File: config.mk
export PLATFORM = sky130hd
export DESIGN_NAME = scaled_alpha_blit_pixel
export DESIGN_NICKNAME = d
export VERILOG_FILES = /design/src/design/sabp_pkg.sv /design/src/design/scaled_alpha_blit_pixel.sv /design/src/design/sabp_front.sv /design/src/design/sabp_back.sv
export SDC_FILE = /design/constraint.sdc
export NUM_CORES = 2
export LEC_CHECK = 0
export BUFFER_PORTS_ARGS = -buffer_cell sky130_fd_sc_hd__buf_2
export CAP_MARGIN = 20
export CORE_MARGIN = 2
export CORE_UTILIZATION = 55
export CTS_CLUSTER_SIZE = 14
export DETAILED_ROUTE_END_ITERATION = 6
export PLACE_DENSITY = 0.7
export REMOVE_ABC_BUFFERS = 1
export SLEW_MARGIN = 20
export SYNTH_ARGS = -nofsm -noshare
export SYNTH_HDL_FRONTEND = slang
export SYNTH_SLANG_ARGS = --single-unit
File: constraint.sdc
create_clock -name clk_i -period 35.6 [get_ports clk_i]
set_clock_uncertainty 0.05 [all_clocks]
set_input_delay 7.12 -clock clk_i [delete_from_list [all_inputs] [get_ports clk_i]]
set_output_delay 7.12 -clock clk_i [all_outputs]
set_load 0.05 [all_outputs]
File: src/design/sabp_pkg.sv
// Package: constants, types and helpers shared by the scaled alpha blit pixel engine.
`timescale 1ns / 1ps
`default_nettype none
package sabp_pkg;
  localparam int unsigned MaxDim    = 4096;
  localparam int unsigned MaxStride = 8192;

  localparam int unsigned RegIdxW = 3;
  typedef enum logic [RegIdxW-1:0] {
    REG_SRC_W   = 3'd0,
    REG_SRC_H   = 3'd1,
    REG_DST_L   = 3'd2,
    REG_DST_T   = 3'd3,
    REG_DST_W   = 3'd4,
    REG_DST_H   = 3'd5,
    REG_STRIDE  = 3'd6,
    REG_CH_ORD  = 3'd7
  } reg_idx_e;

  localparam logic REQ_ADDR  = 1'b0;
  localparam logic REQ_BLEND = 1'b1;

  localparam logic [7:0] AlphaOpaque = 8'hFF;
  localparam logic [7:0] AlphaClear  = 8'h00;

  // Pixel classification made by the front end.
  typedef enum logic [1:0] {
    PK_NONE  = 2'd0,
    PK_COPY  = 2'd1,
    PK_BLEND = 2'd2
  } pix_kind_e;

  // Output payload.
  typedef struct packed {
    logic        we;
    logic [31:0] pixel;
    logic [25:0] dst_index;
    logic [23:0] src_index;
  } res_t;

  // Exact floor divide by 255 of a value below 65280 (8-bit result): (v+1+(v>>8))>>8.
  function automatic logic [7:0] div255(input logic [16:0] v);
    logic [17:0] t;
    t = {1'b0, v} + 18'd1 + {9'd0, v[16:8]};
    return t[15:8];
  endfunction
endpackage
`default_nettype wire

File: src/design/scaled_alpha_blit_pixel.sv
// Top level: registers, step dividers and the front/back pixel pipeline.
//
// Usage: configure via cfg_valid_i/cfg_index_i/cfg_data_i while idle. The
// cycle after each write a step divider restarts and recomputes
// (source << 16) / dest in 29 iterations per axis; s_axis_tready stays low
// until it finishes (also after reset).
// Items enter on s_axis (tdata: col, row, src_color, bg_color; tuser:
// req_type) and results leave on m_axis (tdata: src_index, dst_index, pixel;
// tuser: write_enable). One item per cycle is accepted while s_axis_tready
// is high; items pass front stages 1 and 2, then back stage A, to the output
// register, whose spare lets a stalled receiver halt the pipeline one stage
// at a time with no item lost; on release the spare drains first at the cost of
// one input bubble. Reset loads the register defaults and empties all stages.
`timescale 1ns / 1ps
`default_nettype none
module scaled_alpha_blit_pixel #(
  parameter int unsigned MAX_DIM    = sabp_pkg::MaxDim,
  parameter int unsigned MAX_STRIDE = sabp_pkg::MaxStride
) (
  input  wire logic         clk_i,
  input  wire logic         rst_ni,
  input  wire logic         cfg_valid_i,
  output logic              cfg_ready_o,
  input  wire logic [2:0]   cfg_index_i,
  input  wire logic [31:0]  cfg_data_i,
  input  wire logic         s_axis_tvalid,
  output logic              s_axis_tready,
  // tdata: col[11:0], row[23:12], src_color[55:24], bg_color[87:56]
  input  wire logic [87:0]  s_axis_tdata,
  // tuser: req_type
  input  wire logic [0:0]   s_axis_tuser,
  output logic              m_axis_tvalid,
  input  wire logic         m_axis_tready,
  // tdata: src_index[23:0], dst_index[49:24], pixel[81:50], pad zeros
  output logic [87:0]       m_axis_tdata,
  // tuser: write_enable
  output logic [0:0]        m_axis_tuser
);
  import sabp_pkg::*;
  localparam int unsigned DW = $clog2(MAX_DIM) + 1;
  localparam int unsigned SW = $clog2(MAX_STRIDE) + 1;
  localparam int unsigned NW = DW + 16;

  logic [12:0] sw_q, sh_q, dw_q, dh_q;
  logic [11:0] dl_q, dt_q;
  logic [13:0] st_q;
  logic        ord_q;
  logic        cfg_wr_q;

  assign cfg_ready_o = 1'b1;
  always_ff @(posedge clk_i or negedge rst_ni) begin
    if (!rst_ni) begin
      sw_q <= 13'd1; sh_q <= 13'd1; dw_q <= 13'd1; dh_q <= 13'd1;
      dl_q <= '0; dt_q <= '0; st_q <= 14'd1; ord_q <= 1'b1;
    end else if (cfg_valid_i) begin
      case (reg_idx_e'(cfg_index_i))
        REG_SRC_W:  sw_q  <= cfg_data_i[12:0];
        REG_SRC_H:  sh_q  <= cfg_data_i[12:0];
        REG_DST_L:  dl_q  <= cfg_data_i[11:0];
        REG_DST_T:  dt_q  <= cfg_data_i[11:0];
        REG_DST_W:  dw_q  <= cfg_data_i[12:0];
        REG_DST_H:  dh_q  <= cfg_data_i[12:0];
        REG_STRIDE: st_q  <= cfg_data_i[13:0];
        REG_CH_ORD: ord_q <= cfg_data_i[0];
        default: ;
      endcase
    end
  end

  // Flag a write so the dividers restart from the updated registers.
  always_ff @(posedge clk_i or negedge rst_ni) begin
    if (!rst_ni) cfg_wr_q <= 1'b0;
    else cfg_wr_q <= cfg_valid_i && cfg_ready_o;
  end

  // Saturate dimensions.
  function automatic logic [DW-1:0] dsat(input logic [12:0] v);
    if (v == 13'd0) return DW'(1);
    if (32'(v) > MAX_DIM) return DW'(MAX_DIM);
    return DW'(v);
  endfunction
  logic [DW-1:0] s_w, s_h, d_w, d_h;
  logic [SW-1:0] strd;
  assign s_w  = dsat(sw_q);
  assign s_h  = dsat(sh_q);
  assign d_w  = dsat(dw_q);
  assign d_h  = dsat(dh_q);
  assign strd = (32'(st_q) > MAX_STRIDE) ? SW'(MAX_STRIDE) : SW'(st_q);

  // Restoring dividers for the two steps, restart after any config write.
  logic [NW-1:0] qx_q, qy_q, nx_q, ny_q;
  logic [DW:0]   rx_q, ry_q;
  logic [$clog2(NW+1)-1:0] cnt_q;
  logic [DW:0]   rxs, rys;
  logic [DW+1:0] tx, ty;
  logic          step_busy;
  assign rxs = {rx_q[DW-1:0], nx_q[NW-1]};
  assign rys = {ry_q[DW-1:0], ny_q[NW-1]};
  assign tx  = {1'b0, rxs} - {2'b0, d_w};
  assign ty  = {1'b0, rys} - {2'b0, d_h};

  always_ff @(posedge clk_i or negedge rst_ni) begin
    if (!rst_ni) begin
      cnt_q <= '0;
      qx_q <= '0; qy_q <= '0; nx_q <= '0; ny_q <= '0; rx_q <= '0; ry_q <= '0;
    end else if (cfg_wr_q || (cnt_q == '0 && qx_q == '0)) begin
      cnt_q <= ($clog2(NW+1))'(NW);
      nx_q  <= {s_w, 16'd0};
      ny_q  <= {s_h, 16'd0};
      rx_q  <= '0; ry_q <= '0;
      qx_q  <= '0; qy_q <= '0;
    end else if (cnt_q != '0) begin
      cnt_q <= cnt_q - 1'b1;
      nx_q  <= {nx_q[NW-2:0], 1'b0};
      ny_q  <= {ny_q[NW-2:0], 1'b0};
      rx_q  <= tx[DW+1] ? rxs : tx[DW:0];
      ry_q  <= ty[DW+1] ? rys : ty[DW:0];
      qx_q  <= {qx_q[NW-2:0], ~tx[DW+1]};
      qy_q  <= {qy_q[NW-2:0], ~ty[DW+1]};
    end
  end

  // Hold off items until the steps are valid.
  assign step_busy = cfg_wr_q || (cnt_q != '0) || (qx_q == '0);

  logic              q_valid, q_ready, f_ord, f_in_ready;
  logic [DW-1:0]     f_sx, f_sy;
  logic [25:0]       f_rb, f_off;
  logic [31:0]       f_src, f_bg;
  pix_kind_e         f_kind;
  res_t              res;

  assign s_axis_tready = f_in_ready && !step_busy;

  sabp_front #(.MAX_DIM(MAX_DIM), .MAX_STRIDE(MAX_STRIDE)) u_front (
    .clk_i, .rst_ni,
    .in_valid_i(s_axis_tvalid && !step_busy), .in_ready_o(f_in_ready),
    .req_type_i(s_axis_tuser[0]), .col_i(s_axis_tdata[11:0]),
    .row_i(s_axis_tdata[23:12]), .src_color_i(s_axis_tdata[55:24]),
    .bg_color_i(s_axis_tdata[87:56]),
    .src_w_i(s_w), .src_h_i(s_h),
    .stride_i(strd), .dst_l_i(dl_q), .dst_t_i(dt_q), .ch_ord_i(ord_q),
    .step_x_i(qx_q), .step_y_i(qy_q),
    .q_valid_o(q_valid), .q_ready_i(q_ready),
    .sx_o(f_sx), .sy_o(f_sy), .row_base_o(f_rb), .dst_off_o(f_off),
    .src_o(f_src), .bg_o(f_bg), .ch_ord_o(f_ord), .kind_o(f_kind)
  );

  sabp_back #(.MAX_DIM(MAX_DIM)) u_back (
    .clk_i, .rst_ni,
    .q_valid_i(q_valid), .q_ready_o(q_ready),
    .sx_i(f_sx), .sy_i(f_sy), .src_w_i(s_w), .row_base_i(f_rb),
    .dst_off_i(f_off), .src_i(f_src), .bg_i(f_bg), .ch_ord_i(f_ord),
    .kind_i(f_kind),
    .out_valid_o(m_axis_tvalid), .out_ready_i(m_axis_tready), .res_o(res)
  );

  assign m_axis_tdata = {6'd0, res.pixel, res.dst_index, res.src_index};
  assign m_axis_tuser = res.we;
endmodule
`default_nettype wire

File: src/design/sabp_front.sv
// Front end: takes items, computes sample positions per item and classifies the pixel.
`timescale 1ns / 1ps
`default_nettype none
module sabp_front #(
  parameter int unsigned MAX_DIM    = sabp_pkg::MaxDim,
  parameter int unsigned MAX_STRIDE = sabp_pkg::MaxStride,
  localparam int unsigned DW = $clog2(MAX_DIM) + 1,
  localparam int unsigned SW = $clog2(MAX_STRIDE) + 1
) (
  input  wire logic          clk_i,
  input  wire logic          rst_ni,
  input  wire logic          in_valid_i,
  output logic               in_ready_o,
  input  wire logic          req_type_i,
  input  wire logic [11:0]   col_i,
  input  wire logic [11:0]   row_i,
  input  wire logic [31:0]   src_color_i,
  input  wire logic [31:0]   bg_color_i,
  input  wire logic [DW-1:0] src_w_i,
  input  wire logic [DW-1:0] src_h_i,
  input  wire logic [SW-1:0] stride_i,
  input  wire logic [11:0]   dst_l_i,
  input  wire logic [11:0]   dst_t_i,
  input  wire logic          ch_ord_i,
  input  wire logic [DW+15:0] step_x_i,
  input  wire logic [DW+15:0] step_y_i,
  output logic               q_valid_o,
  input  wire logic          q_ready_i,
  output logic [DW-1:0]      sx_o,
  output logic [DW-1:0]      sy_o,
  output logic [25:0]        row_base_o,
  output logic [25:0]        dst_off_o,
  output logic [31:0]        src_o,
  output logic [31:0]        bg_o,
  output logic               ch_ord_o,
  output sabp_pkg::pix_kind_e kind_o
);
  import sabp_pkg::*;

  // Stage 1: register item and multiply by steps and stride.
  logic              s1_v_q;
  logic [DW+27:0]    px_q, py_q;
  logic [25:0]       rb_q, off_q;
  logic [31:0]       src_q, bg_q;
  logic              req_q, ord_q;
  logic [DW-1:0]     sw_q, sh_q;
  logic              s1_adv;

  assign s1_adv     = !s1_v_q || !q_valid_o || q_ready_i;
  assign in_ready_o = s1_adv;

  always_ff @(posedge clk_i or negedge rst_ni) begin
    if (!rst_ni) s1_v_q <= 1'b0;
    else if (s1_adv) s1_v_q <= in_valid_i;
  end

  always_ff @(posedge clk_i) begin
    if (s1_adv && in_valid_i) begin
      px_q  <= {{DW{1'b0}}, 16'd0, col_i} * {12'd0, step_x_i};
      py_q  <= {{DW{1'b0}}, 16'd0, row_i} * {12'd0, step_y_i};
      rb_q  <= 26'({13'd0, 13'({1'b0, dst_t_i} + {1'b0, row_i})} * 26'(stride_i));
      off_q <= 26'({1'b0, dst_l_i} + {1'b0, col_i});
      src_q <= src_color_i;
      bg_q  <= bg_color_i;
      req_q <= req_type_i;
      ord_q <= ch_ord_i;
      sw_q  <= src_w_i;
      sh_q  <= src_h_i;
    end
  end

  // Stage 2: clamp sample position and classify.
  logic [DW+11:0] xs, ys;
  assign xs = px_q[DW+27:16];
  assign ys = py_q[DW+27:16];

  always_ff @(posedge clk_i or negedge rst_ni) begin
    if (!rst_ni) q_valid_o <= 1'b0;
    else if (!q_valid_o || q_ready_i) q_valid_o <= s1_v_q;
  end

  always_ff @(posedge clk_i) begin
    if ((!q_valid_o || q_ready_i) && s1_v_q) begin
      sx_o       <= (xs >= (DW+12)'(sw_q)) ? DW'(sw_q - 1'b1) : xs[DW-1:0];
      sy_o       <= (ys >= (DW+12)'(sh_q)) ? DW'(sh_q - 1'b1) : ys[DW-1:0];
      row_base_o <= rb_q;
      dst_off_o  <= off_q;
      src_o      <= src_q;
      bg_o       <= bg_q;
      ch_ord_o   <= ord_q;
      if (req_q != REQ_BLEND || src_q[31:24] == AlphaClear) kind_o <= PK_NONE;
      else if (src_q[31:24] == AlphaOpaque) kind_o <= PK_COPY;
      else kind_o <= PK_BLEND;
    end
  end
endmodule
`default_nettype wire

File: src/design/sabp_back.sv
// Back end: index sums, channel blend and output register with skid buffer.
`timescale 1ns / 1ps
`default_nettype none
module sabp_back #(
  parameter int unsigned MAX_DIM = sabp_pkg::MaxDim,
  localparam int unsigned DW = $clog2(MAX_DIM) + 1
) (
  input  wire logic              clk_i,
  input  wire logic              rst_ni,
  input  wire logic              q_valid_i,
  output logic                   q_ready_o,
  input  wire logic [DW-1:0]     sx_i,
  input  wire logic [DW-1:0]     sy_i,
  input  wire logic [DW-1:0]     src_w_i,
  input  wire logic [25:0]       row_base_i,
  input  wire logic [25:0]       dst_off_i,
  input  wire logic [31:0]       src_i,
  input  wire logic [31:0]       bg_i,
  input  wire logic              ch_ord_i,
  input  wire sabp_pkg::pix_kind_e kind_i,
  output logic                   out_valid_o,
  input  wire logic              out_ready_i,
  output sabp_pkg::res_t         res_o
);
  import sabp_pkg::*;

  // Stage A: products for index and blend.
  logic          a_v_q;
  logic [2*DW-1:0] sidx_q;
  logic [DW-1:0] sx_q;
  logic [25:0]   didx_q;
  logic [16:0]   pr_q, pg_q, pb_q;
  logic [7:0]    r_q, g_q, b_q;
  logic          ord_q;
  pix_kind_e     kind_q;
  logic          a_adv;
  logic [7:0]    a, na, br, bb, bgg;

  assign a   = src_i[31:24];
  assign na  = 8'hFF - a;
  assign bgg = bg_i[15:8];
  assign br  = ch_ord_i ? bg_i[23:16] : bg_i[7:0];
  assign bb  = ch_ord_i ? bg_i[7:0] : bg_i[23:16];

  // Output skid: main and spare register.
  logic   o_v_q, sk_v_q;
  res_t   o_q, sk_q;
  assign a_adv     = !a_v_q || !sk_v_q;
  assign q_ready_o = a_adv;

  always_ff @(posedge clk_i or negedge rst_ni) begin
    if (!rst_ni) a_v_q <= 1'b0;
    else if (a_adv) a_v_q <= q_valid_i;
  end

  always_ff @(posedge clk_i) begin
    if (a_adv && q_valid_i) begin
      sidx_q <= sy_i * src_w_i;
      sx_q   <= sx_i;
      didx_q <= row_base_i + dst_off_i;
      pr_q   <= 17'(16'(src_i[7:0] * a) + 16'(br * na)) + 17'd127;
      pg_q   <= 17'(16'(src_i[15:8] * a) + 16'(bgg * na)) + 17'd127;
      pb_q   <= 17'(16'(src_i[23:16] * a) + 16'(bb * na)) + 17'd127;
      r_q    <= src_i[7:0];
      g_q    <= src_i[15:8];
      b_q    <= src_i[23:16];
      ord_q  <= ch_ord_i;
      kind_q <= kind_i;
    end
  end

  // Stage B: finish result.
  res_t        nres;
  logic [7:0]  fr, fg, fb;
  logic [2*DW:0] sid_sum;
  assign sid_sum = {1'b0, sidx_q} + (2*DW+1)'(sx_q);
  always_comb begin
    fr = (kind_q == PK_BLEND) ? div255(pr_q) : r_q;
    fg = (kind_q == PK_BLEND) ? div255(pg_q) : g_q;
    fb = (kind_q == PK_BLEND) ? div255(pb_q) : b_q;
    nres.src_index = 24'(sid_sum);
    nres.dst_index = didx_q;
    nres.we        = (kind_q != PK_NONE);
    nres.pixel     = 32'd0;
    if (kind_q != PK_NONE) begin
      nres.pixel = ord_q ? {8'hFF, fr, fg, fb} : {8'hFF, fb, fg, fr};
    end
  end

  // Drain the spare first; stage A holds its item while the spare is full.
  logic o_free;
  assign o_free = !o_v_q || out_ready_i;
  always_ff @(posedge clk_i or negedge rst_ni) begin
    if (!rst_ni) begin
      o_v_q  <= 1'b0;
      sk_v_q <= 1'b0;
    end else begin
      if (o_free) begin
        o_v_q  <= sk_v_q || a_v_q;
        sk_v_q <= 1'b0;
      end else if (a_v_q && !sk_v_q) begin
        sk_v_q <= 1'b1;
      end
    end
  end

  always_ff @(posedge clk_i) begin
    if (o_free) begin
      if (sk_v_q) begin
        o_q <= sk_q;
      end else begin
        o_q <= nres;
      end
    end else if (a_v_q && !sk_v_q) begin
      sk_q <= nres;
    end
  end

  assign out_valid_o = o_v_q;
  assign res_o       = o_q;

  a_skid_only_when_out: assert property (@(posedge clk_i) disable iff (!rst_ni)
    sk_v_q |-> o_v_q) else $error("spare full while output empty");
  a_we_pixel: assert property (@(posedge clk_i) disable iff (!rst_ni)
    (o_v_q && !o_q.we) |-> (o_q.pixel == 32'd0)) else $error("dropped pixel nonzero");
  a_we_alpha: assert property (@(posedge clk_i) disable iff (!rst_ni)
    (o_v_q && o_q.we) |-> (o_q.pixel[31:24] == 8'hFF)) else $error("alpha not 255");
endmodule
`default_nettype wire
# Yosys cells after proc, flatten, opt, wreduce, memory -nomap -nowiden
# Cells that the tools add are included.
[classes] n_addsub=22 n_mul=10 order_cmp=7 n_eq_ne=9 mux=58 bitwise_logic=4 reduce_logical=44
[op_table] op="$mux 13" count=24
[op_table] op="$mux 29" count=8
[op_table] op="$mul 8x8->16" count=6
[op_table] op="$mux 83" count=1
[op_table] op="$mul 12x29->41" count=2
[op_table] op="$gt 13x13->1 const B" count=4
[op_table] op="$logic_not 13->1" count=4
[op_table] op="$add 16x16->17" count=3
[op_table] op="$add 17x7->17 const B" count=3
[op_table] op="$ge 25x13->1" count=2
[op_table] op="$add 16x1->16 const B" count=3
[op_table] op="$add 16x9->16" count=3
[op_table] op="$mux 8" count=5
[op_table] op="$mux 32" count=1
[op_table] op="$sub 14x13->15" count=2
[op_table] op="$logic_not 29->1" count=1
[op_table] op="$add 12x12->13" count=2
[op_table] op="$add 26x26->26" count=1
[op_table] op="$mul 13x14->26" count=1
[op_table] op="$sub 13x1->13 const B" count=2
[op_table] op="$add 24x13->24" count=1
[op_table] op="$mul 13x13->24" count=1
[op_table] op="$mux 24" count=1
[op_table] op="$reduce_and 2->1" count=9
[op_table] op="other kinds (21)" count=64
[totals] ff_bits=906 input_bits=129 output_inout_bits=92 elab_cells=212

# Depth between registers and ports, before layout
[logic_depth] ltp_word=9 mapped_depth=32

# By module
# Synthesis repeated with hierarchy kept, for this count alone.
[hier_totals] cells_unflattened=7597 hier_area_um2=80262.0
[modules_own_cells] module="sabp_front" n_inst=1 cells_per_inst=3629 area_each_um2=37767.5
[modules_own_cells] module="sabp_back" n_inst=1 cells_per_inst=3106 area_each_um2=32376.1
[modules_own_cells] module="scaled_alpha_blit_pixel" n_inst=1 cells_per_inst=862 area_each_um2=10118.5

# Worst setup path before layout
# No wires, ideal clock.
[synth_timing] kind="input port to flip-flop" from="in m_axis_tready" to="reg u_back.sk_q[0] in the netlist's numbering (enable)" arrival_time_ps=14583 required_time_ps=34934 path_slack_ps=20351 cell_stages=2 n_path_buf=0 path_cell_list="nand2b_1 nor3b_1"
[synth_via] elab_chain_cells=3
[synth_lines] element="start: declaration" line_no="scaled_alpha_blit_pixel.sv:33" rtl="input wire logic m_axis_tready,"
[synth_lines] element="$logic_or 1x1->1" line_no="sabp_back.sv:92" rtl="assign o_free = !o_v_q || out_ready_i;"
[synth_lines] element="$not 1->1 (no source line)"
[synth_lines] element="$reduce_and 2->1 (no source line)"
[synth_lines] element="end signal: assignment" line_no="sabp_back.sv:115" rtl="sk_q <= nres;"
[synth_lines] element="end: declaration" line_no="sabp_back.sv:47" rtl="res_t o_q, sk_q;"
# No other way between the ends.
# A chain may end at the register's enable or synchronous reset.

# Worst setup path in the final report
[layout_timing] from="in s_axis_tdata[12]" to="reg u_front.rb_q[22] (data pin)"
[layout_via] elab_chain_cells=2
[layout_lines] element="start: declaration" line_no="scaled_alpha_blit_pixel.sv:29" rtl="input wire logic [87:0] s_axis_tdata,"
[layout_lines] element="$add 12x12->13" line_no="sabp_front.sv:61" rtl="rb_q <= 26'({13'd0, 13'({1'b0, dst_t_i} + {1'b0, row_i})} * 26'(stride_i));"
[layout_lines] element="$mul 13x14->26" line_no="sabp_front.sv:61"
[layout_lines] element="end signal: assignment" line_no="sabp_front.sv:61"
[layout_lines] element="end: declaration" line_no="sabp_front.sv:43" rtl="logic [25:0] rb_q, off_q;"
# No other way between the ends.

==> out/qor.log <==
INFO  power          max-vdd-ir-drop=0.1529mV
INFO  clock_network  sink_count_of_the_clock_tree=800
INFO  synth          synth_enable_flop_cells=588
INFO  critical_path  worstPathRequired=36.00ns
INFO  job            max-cap-violations=0
INFO  grt            number_of_global_route_vias_before_repair=56,600
INFO  synth          synth_top_area_share=28.25%
INFO  sta            max-slew-margin-rel=24.52%
INFO  synth          synthMostInstantiatedCell=inv_1
INFO  grt            largest_net_degree_at_the_start_of_global_routing=80
INFO  synth          post_synth_main_area_contributors=fa_1 (28%), edfxtp_1 (23%), ha_1 (9.3%)
INFO  synth          leading_cell_types_by_count_after_synthesis=inv_1 (1,294), fa_1 (1,107), nand2_1 (1,034)
INFO  route          final_antenna_net_count=0
INFO  clock_network  cts_root_buffer=clkbuf_16
INFO  critical_path  crit_type=in2reg
INFO  route          wl_per_cell=18.74µm
INFO  clock_network  post_cts_resize_count=0
INFO  critical_path  worst_ep_arrival_time=15.05ns
INFO  route          vias=52,680
INFO  route          routed_via_count_divided_by_cell_count=5.546
INFO  route          wirelength_met1=71.95mm
INFO  synth          post_synth_top_flop=edfxtp_1
INFO  synth          synth_seq_area_share=29.28%
INFO  place          numPortBuffers=187
INFO  critical_path  path_max_fanout=29
INFO  cells_and_area flow.area_growth_from_synthesis=7.429%
INFO  route          drcViolationCount=0
INFO  clock_network  tritoncts=yes
INFO  power          cellPowerDensity=49.69mW/mm²
INFO  grt            grt_antenna_before_repair=20
INFO  route          detailroute.wirelength.met2=88.88mm
INFO  critical_path  timing.critical_path.slowest_stage_cell=buf_2
INFO  clock_network  cts-htree-levels=3
INFO  synth          synthCells=7,480
INFO  critical_path  cp-end-kind=flop
INFO  clock_network  cts_setup_buffers=0
INFO  floorplan      start_util=55.41%
INFO  critical_path  timing.critical_path.from_type=primary input
INFO  clock_network  clock_insertion_delay_at_the_later_pin_of_the_skew_report=0.73ns
INFO  critical_path  cpPeakStageDelay=0.59ns
INFO  synth          synth.distinct_cells=90
INFO  place          globalplace.congestion=0.8744
INFO  critical_path  cell_seen_most_often_among_critical_path_stages=fa_1
INFO  cells_and_area layout_cell_share_with_drive_strength_beyond_1=8.911%
INFO  floorplan      die_w=381.7µm
INFO  route          maxUsedRoutingLayer=met5
INFO  sta            rsz0062_at_grt=false
INFO  synth          synth_top_cell_by_area=fa_1
INFO  route          drt_wl_total=178.0mm
INFO  synth          synth_warnings=0
INFO  power          finalPower=4.188mW
INFO  outcome        result_of_the_run=finished clean
INFO  sta            clock.fmax=68.28MHz
INFO  sta            timing.final.hold_violations=0
INFO  sta            fin_crit_sh=41.14%
INFO  floorplan      design.portCount=221
INFO  sta            setup_viol=0
INFO  floorplan      die-area=0.1457mm²
INFO  sta            worst_pin_slew=1.101ns
INFO  sta            finalCriticalPeriod=14.65ns
INFO  hold_path      hold_class=reg2reg
INFO  synth          syn_area_per_cell=10.49µm²
INFO  power          leakage=37.87nW
INFO  cells_and_area n_fill_cell=11,790
INFO  grt            globalRouteTotalUtil=25.18%
INFO  floorplan      core_area=0.1416mm²
INFO  synth          synth_seq_cells=800
INFO  floorplan      die_y=381.7µm
INFO  clock_network  worst_setup_hold_path_clk_slew=0.06ns
INFO  route          detailed_router_s_first_iteration_violation_count=3,274
INFO  clock_network  cts_inserted_buffers=91
INFO  floorplan      num_rows=138
INFO  synth          postSynth.asyncResetShare=26.50%
INFO  grt            global_route_wire_length_before_repair=292.7mm
INFO  route          drt-pass1-iter-count=5
INFO  sta            max_transition_viols_final=0
INFO  clock_network  cts_hold_buf=0
INFO  grt            overflow=0
INFO  sta            tns=0ns
INFO  place          place.detailed.hpwl=130.4mm
INFO  cells_and_area final_nets=9,342
INFO  clock_network  clk_path_buf_depth=3
INFO  synth          synthesis.area=0.07845mm²
INFO  route          wire_length_on_met3=10.62mm
## registers in the layout, summed over array words and instances (netlist names), 17 cells and up
signal and flops:
qx_q 29, qy_q 29, u_back.didx_q 26, u_back.pb_q 17, u_back.pg_q 17, u_back.pr_q 17
u_back.res_o 75, u_back.sidx_q 24, u_back.sk_q 75, u_front.bg_o 24, u_front.bg_q 24, u_front.px_q 25
u_front.py_q 25, u_front.rb_q 26, u_front.row_base_o 26, u_front.src_o 32, u_front.src_q 32
## where the power goes
group	internal, mW	switching [mW]
Sequential	1.13	0.0402
Clock	0.561	0.405
Combinational	0.898	1.16
Total	2.59	1.60
## cells in the final DEF (no fill, tap or decap), types with 161 or more instances in the layout
cell type,netlist,routed
nor2_1,265,263
and2_1,389,388
inv_1,1294,1294
buf_2,8,186
nand2_1,1034,1034
mux2_2,161,161
ha_1,584,584
fa_1,1107,1107
edfxtp_1,588,588
dfrtp_1,206,205
## worst paths after layout
path                            slack, ns  cells after the start                       start                                to
worst max register to register      27.77                     28         dt_q[0]$_DFFE_PN0P_        u_front.rb_q[22]$_DFFE_PP_
max in group asynchronous           27.64                      2                      rst_ni         u_back.sk_v_q$_DFFE_PN0P_
worst min register to register       0.36                      0  u_front.rb_q[13]$_DFFE_PP_  u_front.row_base_o[13]$_DFFE_PP_
worst max-delay path                20.95                     29            s_axis_tdata[12]        u_front.rb_q[22]$_DFFE_PP_
min in group asynchronous            6.32                      1                      rst_ni              qy_q[12]$_DFFE_PN0P_
worst min-delay path                 0.36                      0  u_front.rb_q[13]$_DFFE_PP_  u_front.row_base_o[13]$_DFFE_PP_
## kinds of logic after synthesis
kind of cell / count (synthesis) / synth area share (%)
AOI/OAI and AO/OA: 689 / 6.051
buffers and inverters: 1612 / 7.814
muxes: 227 / 3.153
DFF: 800 / 29.28
and+or+nand+nor: 2228 / 13.55
adders and majority gates: 1691 / 37.56
xor gates and xnor gates: 231 / 2.579
other: 2 / 0.009573
## layer usage
metal / vias to the layer above / GRT usage, %
met5: - / 0
met4: 10 / 9.004
met3: 344 / 3.912
li1: 23950 / -
met2: 1473 / 43.95
met1: 26910 / 31.75
## per-stage QoR
step	utilization (%)	setup slack [ns]	area (µm²)	cells	hold slack [ns]
after global routing	59.51	20.53	84250	9490	0.3608
after detailed placement	57.31	20.32	81140	9319	0.3545
after floorplan	-	20.35	77200	7169	0.3503
after CTS	59.49	21.07	84230	9487	0.3557
after global placement	57.31	20.46	81140	9319	0.3508
final	59.52	20.95	84280	9500	0.3573
## area by class of cell
cell class                      instances  area [µm²]  share of cell area (%)
Multi-Input combinational cell       5073       49460                   58.69
Sequential cell                       800       22970                   27.26
Inverter                             1296        4865                   5.772
Clock buffer                          123        2522                   2.993
Tap cell                             1890        2365                   2.806
Timing Repair Buffer                  260        1498                   1.777
Clock inverter                         45       561.8                  0.6666
Antenna cell                           13       32.53                 0.03860
## worst max-delay path: cells and delay by family
kind | cells | cell delay, ns
AO/OA/AOI/OAI | 9 | 2.43
XOR/XNOR | 2 | 0.65
adder cells (fa/ha/maj) | 8 | 3.50
buffers and inverters | 5 | 0.79
AND/OR/NAND/NOR | 5 | 0.53
Power figures use the tool's default switching activity.
